===== src/sv/torus_vertex_generator_defines.svh =====
// Assertion macros shared by the torus vertex generator RTL.
// Included by the files that carry concurrent assertions; needs a clk and rst in scope.
`ifndef TORUS_VERTEX_GENERATOR_DEFINES_SVH
`define TORUS_VERTEX_GENERATOR_DEFINES_SVH

// The consequent must hold in the same cycle as the antecedent, outside reset.
`define TVG_ASSERT_SAME(lbl, ante, cons) \
  lbl: assert property (@(posedge clk) disable iff (rst) (ante) |-> (cons)) \
    else $error("torus vertex generator: same-cycle check failed");

// The consequent must hold in the cycle after the antecedent, outside reset.
`define TVG_ASSERT_NEXT(lbl, ante, cons) \
  lbl: assert property (@(posedge clk) disable iff (rst) (ante) |=> (cons)) \
    else $error("torus vertex generator: next-cycle check failed");

// As above, but also checked while reset is asserted.
`define TVG_ASSERT_NEXT_ALWAYS(lbl, ante, cons) \
  lbl: assert property (@(posedge clk) (ante) |=> (cons)) \
    else $error("torus vertex generator: reset check failed");

`endif


===== src/sv/tvg_pkg.sv =====
// Shared constants for the torus vertex generator: widths, CORDIC tables and codes.
// No dependencies; used by every module of the block.
`default_nettype none

package tvg_pkg;

  // Phase divider: index * 2^24 / steps, four quotient bits per stage.
  localparam int PHASE_W    = 24;
  localparam int DIV_W      = 32;
  localparam int DIV_STEP   = 4;
  localparam int DIV_STAGES = DIV_W / DIV_STEP;

  // CORDIC datapath width (Q2.30 plus a guard bit) and output width.
  localparam int CORDIC_W = 33;
  localparam int TRIG_W   = 32;

  localparam int MAX_STEPS = 255;

  localparam logic [30:0]                 HALFPI_Q30   = 31'd1686629713;
  localparam logic signed [CORDIC_W-1:0]  CORDIC_START = 33'sd652032874;

  localparam int ATAN_ENTRIES = 24;
  localparam logic [31:0] ATAN_Q30 [ATAN_ENTRIES] = '{
    32'd843314856, 32'd497837829, 32'd263043836, 32'd133525158,
    32'd67021686,  32'd33543515,  32'd16775850,  32'd8388437,
    32'd4194282,   32'd2097149,   32'd1048575,   32'd524287,
    32'd262143,    32'd131071,    32'd65535,     32'd32767,
    32'd16383,     32'd8191,      32'd4095,      32'd2047,
    32'd1023,      32'd511,       32'd255,       32'd127
  };

  // Quadrant of the phase.
  localparam logic [1:0] QUAD_FIRST  = 2'd0;
  localparam logic [1:0] QUAD_SECOND = 2'd1;
  localparam logic [1:0] QUAD_THIRD  = 2'd2;

  // Configuration register indexes.
  localparam logic [1:0] CFG_U_STEPS      = 2'd0;
  localparam logic [1:0] CFG_V_STEPS      = 2'd1;
  localparam logic [1:0] CFG_MAJOR_RADIUS = 2'd2;
  localparam logic [1:0] CFG_MINOR_RADIUS = 2'd3;

endpackage

`default_nettype wire


===== src/sv/tvg_cordic.sv =====
// Rotation-mode CORDIC, one register stage per iteration, then quadrant mapping.
// Depends on tvg_pkg. The quadrant-mapped result is registered after the last iteration.
`default_nettype none

module tvg_cordic #(
  parameter int ITERATIONS = 16
) (
  input  wire logic                               clk,
  input  wire logic                               en,
  input  wire logic        [30:0]                 theta,
  input  wire logic        [1:0]                  quad,
  output logic signed      [tvg_pkg::TRIG_W-1:0]  cos_out,
  output logic signed      [tvg_pkg::TRIG_W-1:0]  sin_out
);

  localparam int W = tvg_pkg::CORDIC_W;

  logic signed [W-1:0] x_q [1:ITERATIONS];
  logic signed [W-1:0] y_q [1:ITERATIONS];
  logic signed [W-1:0] z_q [1:ITERATIONS];
  logic        [1:0]   quad_q [1:ITERATIONS];

  // Micro-rotation stages.
  for (genvar k = 0; k < ITERATIONS; k++) begin : g_iter
    logic signed [W-1:0] x_in, y_in, z_in, x_n, y_n, z_n, dx, dy, at;
    logic        [1:0]   quad_in;

    if (k == 0) begin : g_first
      assign x_in    = tvg_pkg::CORDIC_START;
      assign y_in    = '0;
      assign z_in    = $signed({2'b00, theta});
      assign quad_in = quad;
    end else begin : g_rest
      assign x_in    = x_q[k];
      assign y_in    = y_q[k];
      assign z_in    = z_q[k];
      assign quad_in = quad_q[k];
    end

    assign dx = y_in >>> k;
    assign dy = x_in >>> k;
    assign at = $signed({1'b0, tvg_pkg::ATAN_Q30[k]});

    always_comb begin
      if (!z_in[W-1]) begin
        x_n = x_in - dx;
        y_n = y_in + dy;
        z_n = z_in - at;
      end else begin
        x_n = x_in + dx;
        y_n = y_in - dy;
        z_n = z_in + at;
      end
    end

    always_ff @(posedge clk) begin
      if (en) begin
        x_q[k+1]    <= x_n;
        y_q[k+1]    <= y_n;
        z_q[k+1]    <= z_n;
        quad_q[k+1] <= quad_in;
      end
    end
  end

  // Map the first-quadrant result onto the full turn.
  logic signed [W-1:0] c_n, s_n, xf, yf;

  assign xf = x_q[ITERATIONS];
  assign yf = y_q[ITERATIONS];

  always_comb begin
    case (quad_q[ITERATIONS])
      tvg_pkg::QUAD_FIRST: begin
        c_n = xf;
        s_n = yf;
      end
      tvg_pkg::QUAD_SECOND: begin
        c_n = -yf;
        s_n = xf;
      end
      tvg_pkg::QUAD_THIRD: begin
        c_n = -xf;
        s_n = -yf;
      end
      default: begin
        c_n = yf;
        s_n = -xf;
      end
    endcase
  end

  always_ff @(posedge clk) begin
    if (en) begin
      cos_out <= c_n[tvg_pkg::TRIG_W-1:0];
      sin_out <= s_n[tvg_pkg::TRIG_W-1:0];
    end
  end

endmodule

`default_nettype wire


===== config.mk =====
export PLATFORM = sky130hd
export DESIGN_NAME = tvg_cordic
export DESIGN_NICKNAME = d
export VERILOG_FILES = /design/src/sv/torus_vertex_generator_defines.svh /design/src/sv/tvg_pkg.sv /design/src/sv/tvg_cordic.sv
export SDC_FILE = /design/constraint.sdc
export NUM_CORES = 2
export LEC_CHECK = 0
export BUFFER_PORTS_ARGS = -buffer_cell sky130_fd_sc_hd__buf_2
export CAP_MARGIN = 15
export CORE_UTILIZATION = 64
export CTS_CLUSTER_SIZE = 10
export DETAILED_ROUTE_END_ITERATION = 10
export PLACE_DENSITY_LB_ADDON = 0.08
export SYNTH_ARGS = -nofsm -noshare
export SYNTH_HDL_FRONTEND = slang
export SYNTH_SLANG_ARGS = --single-unit

===== constraint.sdc =====
create_clock -name clk -period 9.8 [get_ports clk]
set_clock_uncertainty 0.05 [all_clocks]
set_input_delay 1.96 -clock clk [delete_from_list [all_inputs] [get_ports clk]]
set_output_delay 1.96 -clock clk [all_outputs]
set_load 0.1 [all_outputs]

After elaboration in Yosys (flattened, before gate mapping)
Memories as Yosys holds them, arrays and structs flattened.
Cells that the tools add are included.
{"block": "word_totals", "register_bits": 64, "ram_bits": 1616, "inputBits": 35, "output_inout_bits": 64, "word_cells": 151, "memories": 4}
{"block": "classes", "addsub": 93, "n_eq_ne": 2, "n_mux": 49, "reduce_logical": 1}
{"name": "x_q", "words": 16, "word_bits": 33, "rd": 16, "rd_ports_with_merged_regs": 0, "wr": 16, "line": "tvg_cordic.sv:18", "source": "logic signed [W-1:0] x_q [1:ITERATIONS];"}
{"name": "y_q", "words": 16, "word_bits": 33, "rd": 16, "rd_ports_with_merged_regs": 0, "wr": 16, "line": "tvg_cordic.sv:19", "source": "logic signed [W-1:0] y_q [1:ITERATIONS];"}
{"name": "z_q", "words": 16, "word_bits": 33, "rd": 15, "rd_ports_with_merged_regs": 0, "wr": 16, "line": "tvg_cordic.sv:20", "source": "logic signed [W-1:0] z_q [1:ITERATIONS];"}
{"name": "quad_q", "words": 16, "word_bits": 2, "rd": 16, "rd_ports_with_merged_regs": 0, "wr": 16, "line": "tvg_cordic.sv:21", "source": "logic [1:0] quad_q [1:ITERATIONS];"}
{"operator": "two-way mux 33 bit", "n": 45}
{"operator": "case mux 32 bit (3 select lines)", "n": 2}
{"operator": "adder 33 x 18 -> 33 bit", "n": 2}
{"operator": "adder 33 x 19 -> 33 bit", "n": 2}
{"operator": "adder 33 x 20 -> 33 bit", "n": 2}
{"operator": "adder 33 x 21 -> 33 bit", "n": 2}
{"operator": "adder 33 x 22 -> 33 bit", "n": 2}
{"operator": "adder 33 x 23 -> 33 bit", "n": 2}
{"operator": "adder 33 x 24 -> 33 bit", "n": 2}
{"operator": "adder 33 x 25 -> 33 bit", "n": 2}
{"operator": "adder 33 x 26 -> 33 bit", "n": 2}
{"operator": "adder 33 x 27 -> 33 bit", "n": 2}
{"operator": "adder 33 x 28 -> 33 bit", "n": 2}
{"operator": "adder 33 x 29 -> 33 bit", "n": 2}
{"operator": "adder 33 x 30 -> 33 bit", "n": 2}
{"operator": "adder 33 x 31 -> 33 bit", "n": 2}
{"operator": "adder 33 x 32 -> 33 bit", "n": 2}
{"operator": "subtractor 33 x 18 -> 33 bit", "n": 2}
{"operator": "subtractor 33 x 19 -> 33 bit", "n": 2}
{"operator": "subtractor 33 x 20 -> 33 bit", "n": 2}
{"operator": "subtractor 33 x 21 -> 33 bit", "n": 2}
{"operator": "subtractor 33 x 22 -> 33 bit", "n": 2}
{"operator": "subtractor 33 x 23 -> 33 bit", "n": 2}
{"operator": "subtractor 33 x 24 -> 33 bit", "n": 2}
{"operator": "other kinds (44)", "n": 54}

Logic depth before layout (Yosys ltp)
An unclocked memory read counts as a cell.
{"block": "logic_depth", "ltp_word": 3, "depth_mapped": 21, "ltp_nobuf": 21}

Least setup slack after synthesis
Ideal clock, no wire load.
{"block": "synth_path", "path_kind": "register -> register", "startpoint": "reg, netlist name z_q[0][98]", "endpoint": "reg, netlist name z_q[0][130]", "setup_time_ps": 263, "arrival_time_ps": 4728, "required_time_ps": 9487, "setup_slack_ps": 4759, "path_stages_with_launch": 18, "path_buffers": 5, "synth_period_minus_slack_ps": 5041, "path_cell_list": "edfxtp_1 clkbuf_1 clkbuf_1 clkbuf_1 clkbuf_1 buf_1 inv_1 ha_1 and3_1 a211o_1 nor2_1 a21oi_1 o31ai_1 a31o_2 and2_1 nor2_1 a311oi_1 xnor2_1"}

==> summary.md <==
| Metric | Value |
|---|---|
| Starting Density | ~65% |
| Clock root buffer | clkbuf_16 |
| Die Span Y | about 440 um |
| PortBufs | 98 |
| TritonCTS clock tree | yes |
| Distinct cells, synth | 88 |
| Syn Inst Count | roughly 12,000 |
| Register area share after synthesis | a little over a third |
| Post-CTS Setup Inserts | 0 |
| Vias per cell | around 6.3 |
| Gr usage total | a little under a third |
| Largest family of logic cells by synthesized area | compound AO/OA/AOI/OAI gates |
| Layout cells sized above 1 | under 10% |
| Crit path launch type | register |
| Register bit total from synthesis | roughly 1,500 |
| H-tree levels | 4 |
| DRC violations left | 14 |
| Hpwl dp | between 200 and 250 mm |
| Status | finished with violations |
| Min Tclk post-route | between 5 and 6 ns |
| Setup CP Type | register to register |
| Clk sinks | approximately 1,500 |
| Worst-path clk slew | around 0.06 ns |
| Data required time at the worst endpoint | roughly 10 ns |
| Num CTS Buffers | 178 |
| Worst slew pin tran | 1.399 ns |
| Fraction of registers with async set/reset | 0% |
| Initial antenna violation count | 4 |
| Min-Delay Path Class | register to register |
| Drt initial violations | approximately 7,500 |
| # rows | 159 |
| Failing checks | design-rule violations |
| Synth Area in XOR/XNOR | between 10% and 20% |
| Setup TNS | 0 ns |
| Post-synthesis mux area share | less than 1% |
| Max Slew Vio Count | 0 |
| Final Setup Violations | 0 |
| Largest net degree at the start of global routing | between 200 and 250 |
| Mean Syn Cell Area | around 9.7 um2 |
| Die X-Extent | roughly 440 um |
| I/O pin cnt | a little under 100 |
| Vias in the first global route | between 90,000 and 100k |
| Unrepaired setup endpoints after global routing | false |
| Die area | about 0.19 mm2 |
| Post_cts resized | 0 |
| # fillers | about 14,000 |
| Routed vias | around 95,000 |
| Final net count | ~14,000 |
| Worst path arrival time | ~6.4 ns |
| Max_cap viols | 0 |
| First-pass GRT wire length | 480.0 mm |
| Placer Congestion | 0.9654 |
| Compound-cell area share of the yosys netlist | approximately a fifth |
| Clk buf depth | 3 |
| Worst slew margin | about 6.7% |
| Mapped Area | between 0.1 and 0.15 mm2 |
| Crit. End Element | register |
| Hold_buf cts | 0 |
| Final wirelength | about 300 mm |
| Tcrit/Tclk final | about 60% |
| Primary FF master, synth | edfxtp_1 |
| Final Hold Viols | 0 |
| Adder-cell share of the synthesized area | 14.40% |
| Crit-path max FO | 61 |
| Flop-to-flop setup slack | a little under 4 ns |
| Area Overhead vs Synth | 6.880% |
| Simple-gate portion of the synthesized area | roughly 12% |
| Syn. warnings | 0 |
| Avg WL per Cell | around 20 um |
| Clk_lat worst skew | between 0.8 and 0.9 ns |
| Fmax | 0.1705 GHz |
| Post-synth EDFFs | approximately 1,500 |
| Core Area | 0.1880 mm2 |
| First drt pass iteration count | 9 |
| Post-route antenna net violation count | 0 |
| Grt total ovfl | 0 |
| Post-synth net total | 13,905 |
## cells by family after synthesis
logic type      count (synthesis)
compound gates               3834
xor+xnor                     1850
fa+ha+maj                    1373
buf+inv                       734
flops                        1480
mux                           108
simple gates                 3118
## sequential cells by signal (all words and copies together), names as in the netlist
register	count
z_q	462
quad_q	32
cos_out	32
sin_out	32
x_q	460
y_q	462
## through the flow
| step | std cells | hold WS (ns) | utilization, % | instance area (um2) | setup WS, ns |
|---|---|---|---|---|---|
| detailed placement | 14909 | 0.3557 | 66.25 | 124500 | 4.011 |
| global placement | 14909 | 0.3504 | 66.25 | 124500 | 4.090 |
| finish | 15171 | 0.3639 | 68.98 | 129700 | 3.936 |
| floorplan | 12497 | 0.3503 | - | 121300 | 4.759 |
| global route | 15170 | 0.3682 | 68.98 | 129700 | 3.544 |
| CTS | 15170 | 0.3673 | 68.98 | 129700 | 3.950 |
## final timing paths
check	start	end	depth (start not counted)
worst max-delay path	z_q[0][197]	x_q[0][228]	15
worst min-delay path	quad_q[0][30]	quad_q[0][32]	0
worst max register to register	z_q[0][197]	x_q[0][228]	15
worst min register to register	quad_q[0][30]	quad_q[0][32]	0
## layout make-up
class,instances,area [um2],area share (%)
tap,2495,3122,2.407
multi-input combinational,10283,74140,57.17
clock inverter,49,498.0,0.3840
clock buffer,212,4646,3.582
antenna,1,2.502,0.001930
inverter,501,1881,1.450
timing repair buffer,150,958.4,0.7390
sequential,1480,44440,34.27
## worst max-delay path: stages, from the launching register on
cell      delay, ns
edfxtp_1       0.77
buf_4          0.66
inv_1          0.70
o21ai_0        0.29
xnor2_1        0.15
ha_1           0.29
and3_1         0.24
a221o_1        0.33
or3_1          0.32
a311o_1        0.31
a31oi_1        0.37
o21ai_1        0.18
a21o_1         0.22
a21o_1         0.22
a311oi_1       0.34
xnor2_1        0.10
## cell usage after synthesis (all sizes together), types with 97 or more instances
library cell / n / area (um2)
a21o: 674 / 5060
a21oi: 1406 / 7041
a31oi: 154 / 963.4
and3: 106 / 663.1
clkbuf: 194 / 728.2
edfxtp: 1480 / 44440
ha: 1334 / 16690
inv: 498 / 1869
nand2: 597 / 2241
nand2b: 205 / 1282
nand3: 200 / 1001
nand4: 97 / 606.8
nor2: 1016 / 3814
nor2b: 184 / 1151
nor3: 301 / 1506
o21a: 162 / 1216
o21ai: 621 / 3112
o21bai: 185 / 1389
xnor2: 1186 / 10390
xor2: 664 / 5816
## placed cells by master, fill, tap and decap left out, drive strengths merged, types with 503 or more instances in the layout
cell type / n
inv: 503
nand2: 597
nor2: 1016
edfxtp: 1480
xnor2: 1186
a21o: 674
ha: 1334
o21ai: 621
xor2: 664
a21oi: 1406
## per-layer routing
layer / up-vias / routed length (um) / GRT usage, %
met5: - / 27 / 0
met4: 4 / 10980 / 11.62
met3: 590 / 17740 / 3.992
met2: 3087 / 143100 / 52.22
met1: 44858 / 129000 / 40.04
li1: 46539 / - / -
Power is not shown: default switching activity piles up to over one toggle a cycle in this logic, so the estimate is an artifact.
