<file path="config.mk">
export PLATFORM = sky130hd
export DESIGN_NAME = tvg_phase
export DESIGN_NICKNAME = d
export VERILOG_FILES = /design/src/sv/torus_vertex_generator_defines.svh /design/src/sv/tvg_pkg.sv /design/src/sv/tvg_phase.sv
export SDC_FILE = /design/constraint.sdc
export NUM_CORES = 1
export LEC_CHECK = 0
export BUFFER_PORTS_ARGS = -buffer_cell sky130_fd_sc_hd__buf_2
export CELL_PAD_IN_SITES_DETAIL_PLACEMENT = 0
export CELL_PAD_IN_SITES_GLOBAL_PLACEMENT = 1
export CORE_ASPECT_RATIO = 0.75
export CORE_MARGIN = 5
export CORE_UTILIZATION = 56
export CTS_CLUSTER_SIZE = 24
export DETAILED_ROUTE_END_ITERATION = 6
export GPL_ROUTABILITY_DRIVEN = 0
export PLACE_DENSITY_LB_ADDON = 0.1
export SYNTH_ARGS = -nofsm -noshare
export SYNTH_HDL_FRONTEND = slang
export SYNTH_SLANG_ARGS = --single-unit
</file>
<file path="constraint.sdc">
create_clock -name clk -period 22.9 [get_ports clk]
set_clock_uncertainty 0.1 [all_clocks]
set_input_delay 4.58 -clock clk [delete_from_list [all_inputs] [get_ports clk]]
set_output_delay 4.58 -clock clk [all_outputs]
set_load 0.005 [all_outputs]
</file>
<file path="src/sv/torus_vertex_generator_defines.svh">
// Assertion macros shared by the torus vertex generator RTL.
// Included by the files that carry concurrent assertions; needs a clk and rst in scope.
`ifndef TORUS_VERTEX_GENERATOR_DEFINES_SVH
`define TORUS_VERTEX_GENERATOR_DEFINES_SVH

// The consequent must hold in the same cycle as the antecedent, outside reset.
`define TVG_ASSERT_SAME(lbl, ante, cons) \
  lbl: assert property (@(posedge clk) disable iff (rst) (ante) |-> (cons)) \
    else $error("torus vertex generator: same-cycle check failed");

// The consequent must hold in the cycle after the antecedent, outside reset.
`define TVG_ASSERT_NEXT(lbl, ante, cons) \
  lbl: assert property (@(posedge clk) disable iff (rst) (ante) |=> (cons)) \
    else $error("torus vertex generator: next-cycle check failed");

// As above, but also checked while reset is asserted.
`define TVG_ASSERT_NEXT_ALWAYS(lbl, ante, cons) \
  lbl: assert property (@(posedge clk) (ante) |=> (cons)) \
    else $error("torus vertex generator: reset check failed");

`endif

</file>
<file path="src/sv/tvg_pkg.sv">
// Shared constants for the torus vertex generator: widths, CORDIC tables and codes.
// No dependencies; used by every module of the block.
`default_nettype none

package tvg_pkg;

  // Phase divider: index * 2^24 / steps, four quotient bits per stage.
  localparam int PHASE_W    = 24;
  localparam int DIV_W      = 32;
  localparam int DIV_STEP   = 4;
  localparam int DIV_STAGES = DIV_W / DIV_STEP;

  // CORDIC datapath width (Q2.30 plus a guard bit) and output width.
  localparam int CORDIC_W = 33;
  localparam int TRIG_W   = 32;

  localparam int MAX_STEPS = 255;

  localparam logic [30:0]                 HALFPI_Q30   = 31'd1686629713;
  localparam logic signed [CORDIC_W-1:0]  CORDIC_START = 33'sd652032874;

  localparam int ATAN_ENTRIES = 24;
  localparam logic [31:0] ATAN_Q30 [ATAN_ENTRIES] = '{
    32'd843314856, 32'd497837829, 32'd263043836, 32'd133525158,
    32'd67021686,  32'd33543515,  32'd16775850,  32'd8388437,
    32'd4194282,   32'd2097149,   32'd1048575,   32'd524287,
    32'd262143,    32'd131071,    32'd65535,     32'd32767,
    32'd16383,     32'd8191,      32'd4095,      32'd2047,
    32'd1023,      32'd511,       32'd255,       32'd127
  };

  // Quadrant of the phase.
  localparam logic [1:0] QUAD_FIRST  = 2'd0;
  localparam logic [1:0] QUAD_SECOND = 2'd1;
  localparam logic [1:0] QUAD_THIRD  = 2'd2;

  // Configuration register indexes.
  localparam logic [1:0] CFG_U_STEPS      = 2'd0;
  localparam logic [1:0] CFG_V_STEPS      = 2'd1;
  localparam logic [1:0] CFG_MAJOR_RADIUS = 2'd2;
  localparam logic [1:0] CFG_MINOR_RADIUS = 2'd3;

endpackage

`default_nettype wire

</file>
<file path="src/sv/tvg_phase.sv">
// Phase unit: pipelined restoring divider for index/steps of a turn, then angle scaling.
// Depends on tvg_pkg. Each divider stage is registered, and theta and quad are registered after the scaling.
`default_nettype none

module tvg_phase (
  input  wire logic        clk,
  input  wire logic        en,
  input  wire logic [7:0]  index,
  input  wire logic [7:0]  steps,
  output logic      [30:0] theta,
  output logic      [1:0]  quad
);

  logic [7:0]                  rem_q [1:tvg_pkg::DIV_STAGES];
  logic [tvg_pkg::PHASE_W-1:0] quo_q [1:tvg_pkg::DIV_STAGES];
  logic [7:0]                  idx_q [1:tvg_pkg::DIV_STAGES];

  // Divider stages, each producing four quotient bits.
  for (genvar s = 0; s < tvg_pkg::DIV_STAGES; s++) begin : g_div
    logic [7:0]                  rem_in, rem_n, idx_in;
    logic [tvg_pkg::PHASE_W-1:0] quo_in, quo_n;

    if (s == 0) begin : g_first
      assign rem_in = '0;
      assign quo_in = '0;
      assign idx_in = index;
    end else begin : g_rest
      assign rem_in = rem_q[s];
      assign quo_in = quo_q[s];
      assign idx_in = idx_q[s];
    end

    always_comb begin
      logic [8:0]               r9;
      logic [tvg_pkg::DIV_W-1:0] dvd;
      dvd   = {idx_in, 24'd0};
      rem_n = rem_in;
      quo_n = quo_in;
      r9    = '0;
      for (int k = 0; k < tvg_pkg::DIV_STEP; k++) begin
        r9 = {rem_n, dvd[tvg_pkg::DIV_W - 1 - s * tvg_pkg::DIV_STEP - k]};
        if (r9 >= {1'b0, steps}) begin
          r9    = r9 - {1'b0, steps};
          quo_n = {quo_n[tvg_pkg::PHASE_W-2:0], 1'b1};
        end else begin
          quo_n = {quo_n[tvg_pkg::PHASE_W-2:0], 1'b0};
        end
        rem_n = r9[7:0];
      end
    end

    always_ff @(posedge clk) begin
      if (en) begin
        rem_q[s+1] <= rem_n;
        quo_q[s+1] <= quo_n;
        idx_q[s+1] <= idx_in;
      end
    end
  end

  // A zero step count gives phase zero; the residual scales to Q2.30 radians.
  logic [tvg_pkg::PHASE_W-1:0] phase;
  logic [52:0]                 angle_prod;

  assign phase      = (steps == 8'd0) ? '0 : quo_q[tvg_pkg::DIV_STAGES];
  assign angle_prod = 53'(phase[21:0]) * 53'(tvg_pkg::HALFPI_Q30);

  always_ff @(posedge clk) begin
    if (en) begin
      theta <= angle_prod[52:22];
      quad  <= phase[23:22];
    end
  end

endmodule

`default_nettype wire

</file>
Word level (Yosys, flattened, before mapping) --
Memory sizes are Yosys's and may differ from the RTL's. Cells that the tools add are included.
Word-level totals: output and inout bits 33, input port bits 18, flip-flop bits (word level) 33, memories kept 3, bits in writable memories 320, bits in read-only memories 0, bits in latches 0, word-level logic and storage cells 138
Memories:
- quo_q | depth 8, bits a word 24, rd ports 8, clocked after Yosys merged registers in 0, write ports 8, RTL line tvg_phase.sv:15 | logic [tvg_pkg::PHASE_W-1:0] quo_q [1:tvg_pkg::DIV_STAGES];
- idx_q | depth 8, bits a word 8, rd ports 7, clocked after Yosys merged registers in 0, write ports 8, RTL line tvg_phase.sv:16 | logic [7:0] idx_q [1:tvg_pkg::DIV_STAGES];
- rem_q | depth 8, bits a word 8, rd ports 7, clocked after Yosys merged registers in 0, write ports 8, RTL line tvg_phase.sv:14 | logic [7:0] rem_q [1:tvg_pkg::DIV_STAGES];
Cells by class: equal/unequal tests 0, bitwise gates (word level) 0, $lt $le $gt $ge 32, $add $sub $neg 32, divide/modulo/power cells 0, multipliers 1, muxes and demuxes 67, reductions and logical operators 1, shift operators 0
Operators by type and width (number):
- >= comparator 9 x 8 -> 1 bit | 31
- 2-to-1 mux 8 bit | 32
- subtractor 8 bit | 31
- multiplier 22 x 31 -> 53 bit (second input constant) | 1
- 2-to-1 mux 1 bit | 34
- 2-to-1 mux 22 bit | 1
- >= comparator 1 x 8 -> 1 bit | 1
- zero test 8 bit | 1
- subtractor 1 x 8 -> 8 bit | 1

Logic depth before layout (Yosys ltp) --
An unclocked memory read counts as a cell.
depth in word-level cells 9, mapped depth 48, depth with buffers taken out 42

Worst setup path after synthesis --
Ideal clock, no wire load.
path type input to register, from in steps[1], to reg, netlist name rem_q[0][21], setup time 0.272 ns, stages on the path 42, required time 22.528 ns, path buffers 3, slack 9.123 ns, arrival time 13.405 ns, cell sequence inv_1 -> ha_1 -> nor2b_1 -> o21ai_0 -> a21boi_0 -> nor3_1 -> o211ai_1 -> clkbuf_1 -> o21ai_0 -> inv_1 -> ha_1 -> nor2b_1 -> o21ai_0 -> a21boi_0 -> o31a_1 -> o31a_1 -> nand2b_1 -> clkbuf_1 -> [6 not listed] -> o21ai_0 -> a21oi_1 -> o21a_1 -> a2111oi_4 -> mux2i_1 -> ha_1 -> nor2b_1 -> o21ai_0 -> a21boi_0 -> o21ai_0 -> a21oi_1 -> or3_1 -> a21oi_1 -> nand3b_2 -> and2_1 -> buf_4 -> o21ai_1 -> o221ai_1
RTL lines:
- from (decl) | RTL line tvg_phase.sv:9 | input wire logic [7:0] steps,

==> reports/metrics.csv <==
metric;value;unit
status;complete, no violations;
TritonCTS sink count;177;
unique cell type count in the Yosys netlist;89;
Core Region;0.04843;mm^2
half-perimeter wire length after placement;52600;um
Cell Rows;70;
area fraction of the dominant cell type after synthesis;21.89;%
#FFs+latches synth;177;
launching element of the worst setup path;steps[1];
most used standard cells in the synthesized netlist;sky130_fd_sc_hd__ha_1, sky130_fd_sc_hd__inv_1, sky130_fd_sc_hd__fa_1;
initial core utilization;56.17;%
number of H-tree levels;4;
class of the most critical hold timing path;flip-flop to flip-flop;
die area;0.05313;mm^2
capturing element type of the critical path;flip-flop;
syn_area_per_cell;9.647;um^2
Clock Path Buffers;2;
Layout area overhead;5.869;%
setup TNS;0;ns
remaining number of nets flagged by the antenna check after routing;0;
CTS tree;done;
FF-to-FF Start;rem_q[0][8]$_DFFE_PP_;
post-synthesis instance total;2820;
required time at the endpoint of the critical path;23.00;ns
most used standard cell by instance count after synthesis;sky130_fd_sc_hd__ha_1;
share of cells above drive strength 1;7.371;%
slowest cell on the critical path;sky130_fd_sc_hd__a2111oi_4;
All-Layer GR Usage;25.12;%
max_slew headroom;33.62;%
source-to-sink clock delay at the later pin of the worst-skew pair;0.47;ns
Top Ports;51;
Routed Wire Length;66000;um
share of synthesized area occupied by flip-flops and latches;19.54;%
setup repair after global routing missed its margin;false;
# fillers;4132;
total of endpoints with negative setup slack in the final report;0;
maximum achievable frequency;0.06890;GHz
number of iterations in the first detailed-routing pass;6;
worst reg-to-reg setup slack;12.64;ns
type of the setup path with the least slack;primary input to flip-flop;
Max Cap Violations;0;
combined area of all synthesized cells;0.02720;mm^2
share of synthesized flip-flops with an asynchronous set or reset;0;%
Critical Path Fanout Max;17;
horizontal die dimension;264.5;um
Tmin final;14.51;ns
largest net degree at the start of global routing;99;
count of final hold-check violations;0;
number of DRC violations after detailed routing;0;
Post-synth top flop;sky130_fd_sc_hd__edfxtp_1;
most area-hungry cell type in the Yosys netlist;sky130_fd_sc_hd__ha_1;
critical path startpoint category;primary input;
Pins Over Slew Limit;0;
count of buffers added by post-CTS timing repair for setup;0;
number of buffers created by CTS;17;
post-CTS resize count;0;
most repeated library cell on the critical path;sky130_fd_sc_hd__o21ai_0;
first-pass GRT wire length;108100;um
vertical die dimension;200.9;um
destination of the critical timing path;rem_q[0][21]$_DFFE_PP_;
post-CTS clock slew at the launch and capture registers of the worst setup and hold paths;0.08;ns
clock root buffer;sky130_fd_sc_hd__clkbuf_16;
Yosys warning count;0;
number of antenna violations at the first check in global routing;0;
GR Overflow Total;0;
worst reg-to-reg path cell count;39;
antenna cell count;0;
per-cell via count in the routed design;5.755;
number of enable flip-flop cells after synthesis;177;
routed wirelength normalized by instance count;18.73;um
WP data arrival;14.61;ns
period utilisation layout;63.38;%
via count;20280;
most area-consuming cells after synthesis;sky130_fd_sc_hd__ha_1, sky130_fd_sc_hd__edfxtp_1, sky130_fd_sc_hd__fa_1;
terminus of the critical flop-to-flop path;rem_q[0][21]$_DFFE_PP_;
transition time at the pin with the least slew margin;0.9957;ns
via count of the first global-routing pass;20400;
input/output buffers;50;
net count of the mapped netlist;3554;
Largest stage delay, worst path;0.71;ns
DRC violation total after the first TritonRoute iteration;1186;
number of hold buffers added after cts;0;
Final nets;3597;
## cell type report
| class | count | area (um^2) | share of cell area, % |
|---|---|---|---|
| multi-input combinational | 2181 | 20130 | 69.88 |
| sequential | 177 | 5315 | 18.46 |
| inverter | 417 | 1568 | 5.444 |
| tap | 648 | 810.8 | 2.815 |
| clock buffer | 18 | 429.2 | 1.490 |
| timing repair buffer | 69 | 401.6 | 1.395 |
| clock inverter | 14 | 150.1 | 0.5213 |
## worst min path at each step
stage | from | end | slack (ns) | depth (start not counted)
detailed placement | quo_q[0][120]$_DFFE_PP_ | quo_q[0][148]$_DFFE_PP_ | 0.30 | 0
CTS | quo_q[0][120]$_DFFE_PP_ | quo_q[0][148]$_DFFE_PP_ | 0.32 | 0
global route | quo_q[0][120]$_DFFE_PP_ | quo_q[0][148]$_DFFE_PP_ | 0.32 | 0
global placement | quo_q[0][184]$_DFFE_PP_ | quo_q[0][212]$_DFFE_PP_ | 0.30 | 0
floorplan | quo_q[0][72]$_DFFE_PP_ | quo_q[0][100]$_DFFE_PP_ | 0.30 | 0
finish | quo_q[0][131]$_DFFE_PP_ | quo_q[0][159]$_DFFE_PP_ | 0.32 | 0
## critical path: cells and delay by family
kind	cells	cell delay (ns)
simple gates	11	2.01
mux	1	0.38
buf+inv	3	0.68
fa+ha+maj	4	1.31
compound gates	22	5.62
## cell usage in the layout (no fill, tap or decap), types with 7 or more instances in the layout
cell / Yosys / routed
sky130_fd_sc_hd__ha_1: 476 / 476
sky130_fd_sc_hd__and2_1: 26 / 26
sky130_fd_sc_hd__edfxtp_1: 177 / 177
sky130_fd_sc_hd__a211o_1: 7 / 7
sky130_fd_sc_hd__a21oi_1: 153 / 153
sky130_fd_sc_hd__a21o_1: 73 / 73
sky130_fd_sc_hd__o21ai_0: 145 / 145
sky130_fd_sc_hd__clkbuf_16: 0 / 17
sky130_fd_sc_hd__o31ai_1: 9 / 9
sky130_fd_sc_hd__nand3_1: 38 / 38
sky130_fd_sc_hd__or3_1: 20 / 20
sky130_fd_sc_hd__fa_1: 240 / 240
sky130_fd_sc_hd__xnor2_1: 114 / 114
sky130_fd_sc_hd__nor2b_1: 43 / 43
sky130_fd_sc_hd__nand4_1: 31 / 31
sky130_fd_sc_hd__o21bai_1: 18 / 18
sky130_fd_sc_hd__buf_4: 2 / 19
sky130_fd_sc_hd__a31oi_1: 15 / 15
sky130_fd_sc_hd__o21a_1: 40 / 40
sky130_fd_sc_hd__nor2_1: 164 / 163
sky130_fd_sc_hd__and3_1: 22 / 22
sky130_fd_sc_hd__or2_2: 8 / 8
sky130_fd_sc_hd__o21ai_1: 7 / 7
sky130_fd_sc_hd__mux2i_1: 20 / 20
sky130_fd_sc_hd__nor3_1: 46 / 46
sky130_fd_sc_hd__inv_1: 412 / 411
sky130_fd_sc_hd__a221o_1: 7 / 7
sky130_fd_sc_hd__xor2_1: 50 / 50
sky130_fd_sc_hd__nand2b_1: 37 / 37
sky130_fd_sc_hd__nand2_1: 150 / 150
sky130_fd_sc_hd__o221ai_1: 16 / 16
sky130_fd_sc_hd__a21boi_0: 19 / 19
sky130_fd_sc_hd__a211oi_1: 9 / 9
sky130_fd_sc_hd__buf_2: 9 / 49
sky130_fd_sc_hd__mux2_2: 70 / 70
## kinds of logic after synthesis
logic type / count (synthesis) / synth area share, %
buffers and inverters: 462 / 6.508
and+or+nand+nor: 616 / 11.15
xor gates and xnor gates: 164 / 5.280
DFF: 177 / 19.54
muxes: 90 / 3.634
adders and majority gates: 716 / 39.55
AOI/OAI and AO/OA: 595 / 14.33
## through the flow
stage	instance area (um^2)	utilization [%]	hold WS, ns	instances	worst slack, ns
after global routing	28800	59.46	0.3234	3524	7.368
final	28800	59.46	0.3204	3524	8.387
after detailed placement	28220	58.27	0.3045	3492	8.051
after global placement	28220	58.27	0.3011	3492	8.345
after CTS	28800	59.46	0.3176	3524	8.524
after floorplan	27200	-	0.3003	2820	9.123
## state kept, by name, indices dropped and copies added, names as in the netlist
| signal | count |
|---|---|
| quo_q | 84 |
| idx_q | 4 |
| quad | 2 |
| rem_q | 56 |
| theta | 31 |
## per-layer routing
layer / up-vias / track usage [%] / routed length [um] / share of wire (%)
li1: 9944 / - / - / -
met1: 9765 / 36.91 / 32110 / 49
met2: 483 / 38.94 / 28940 / 44
met3: 89 / 4.436 / 3511 / 5.3
met4: 0 / 6.023 / 1437 / 2.2
met5: - / 0 / 0 / 0
Power is not shown: default switching activity piles up to over one toggle a cycle in this logic, so the estimate is an artifact.
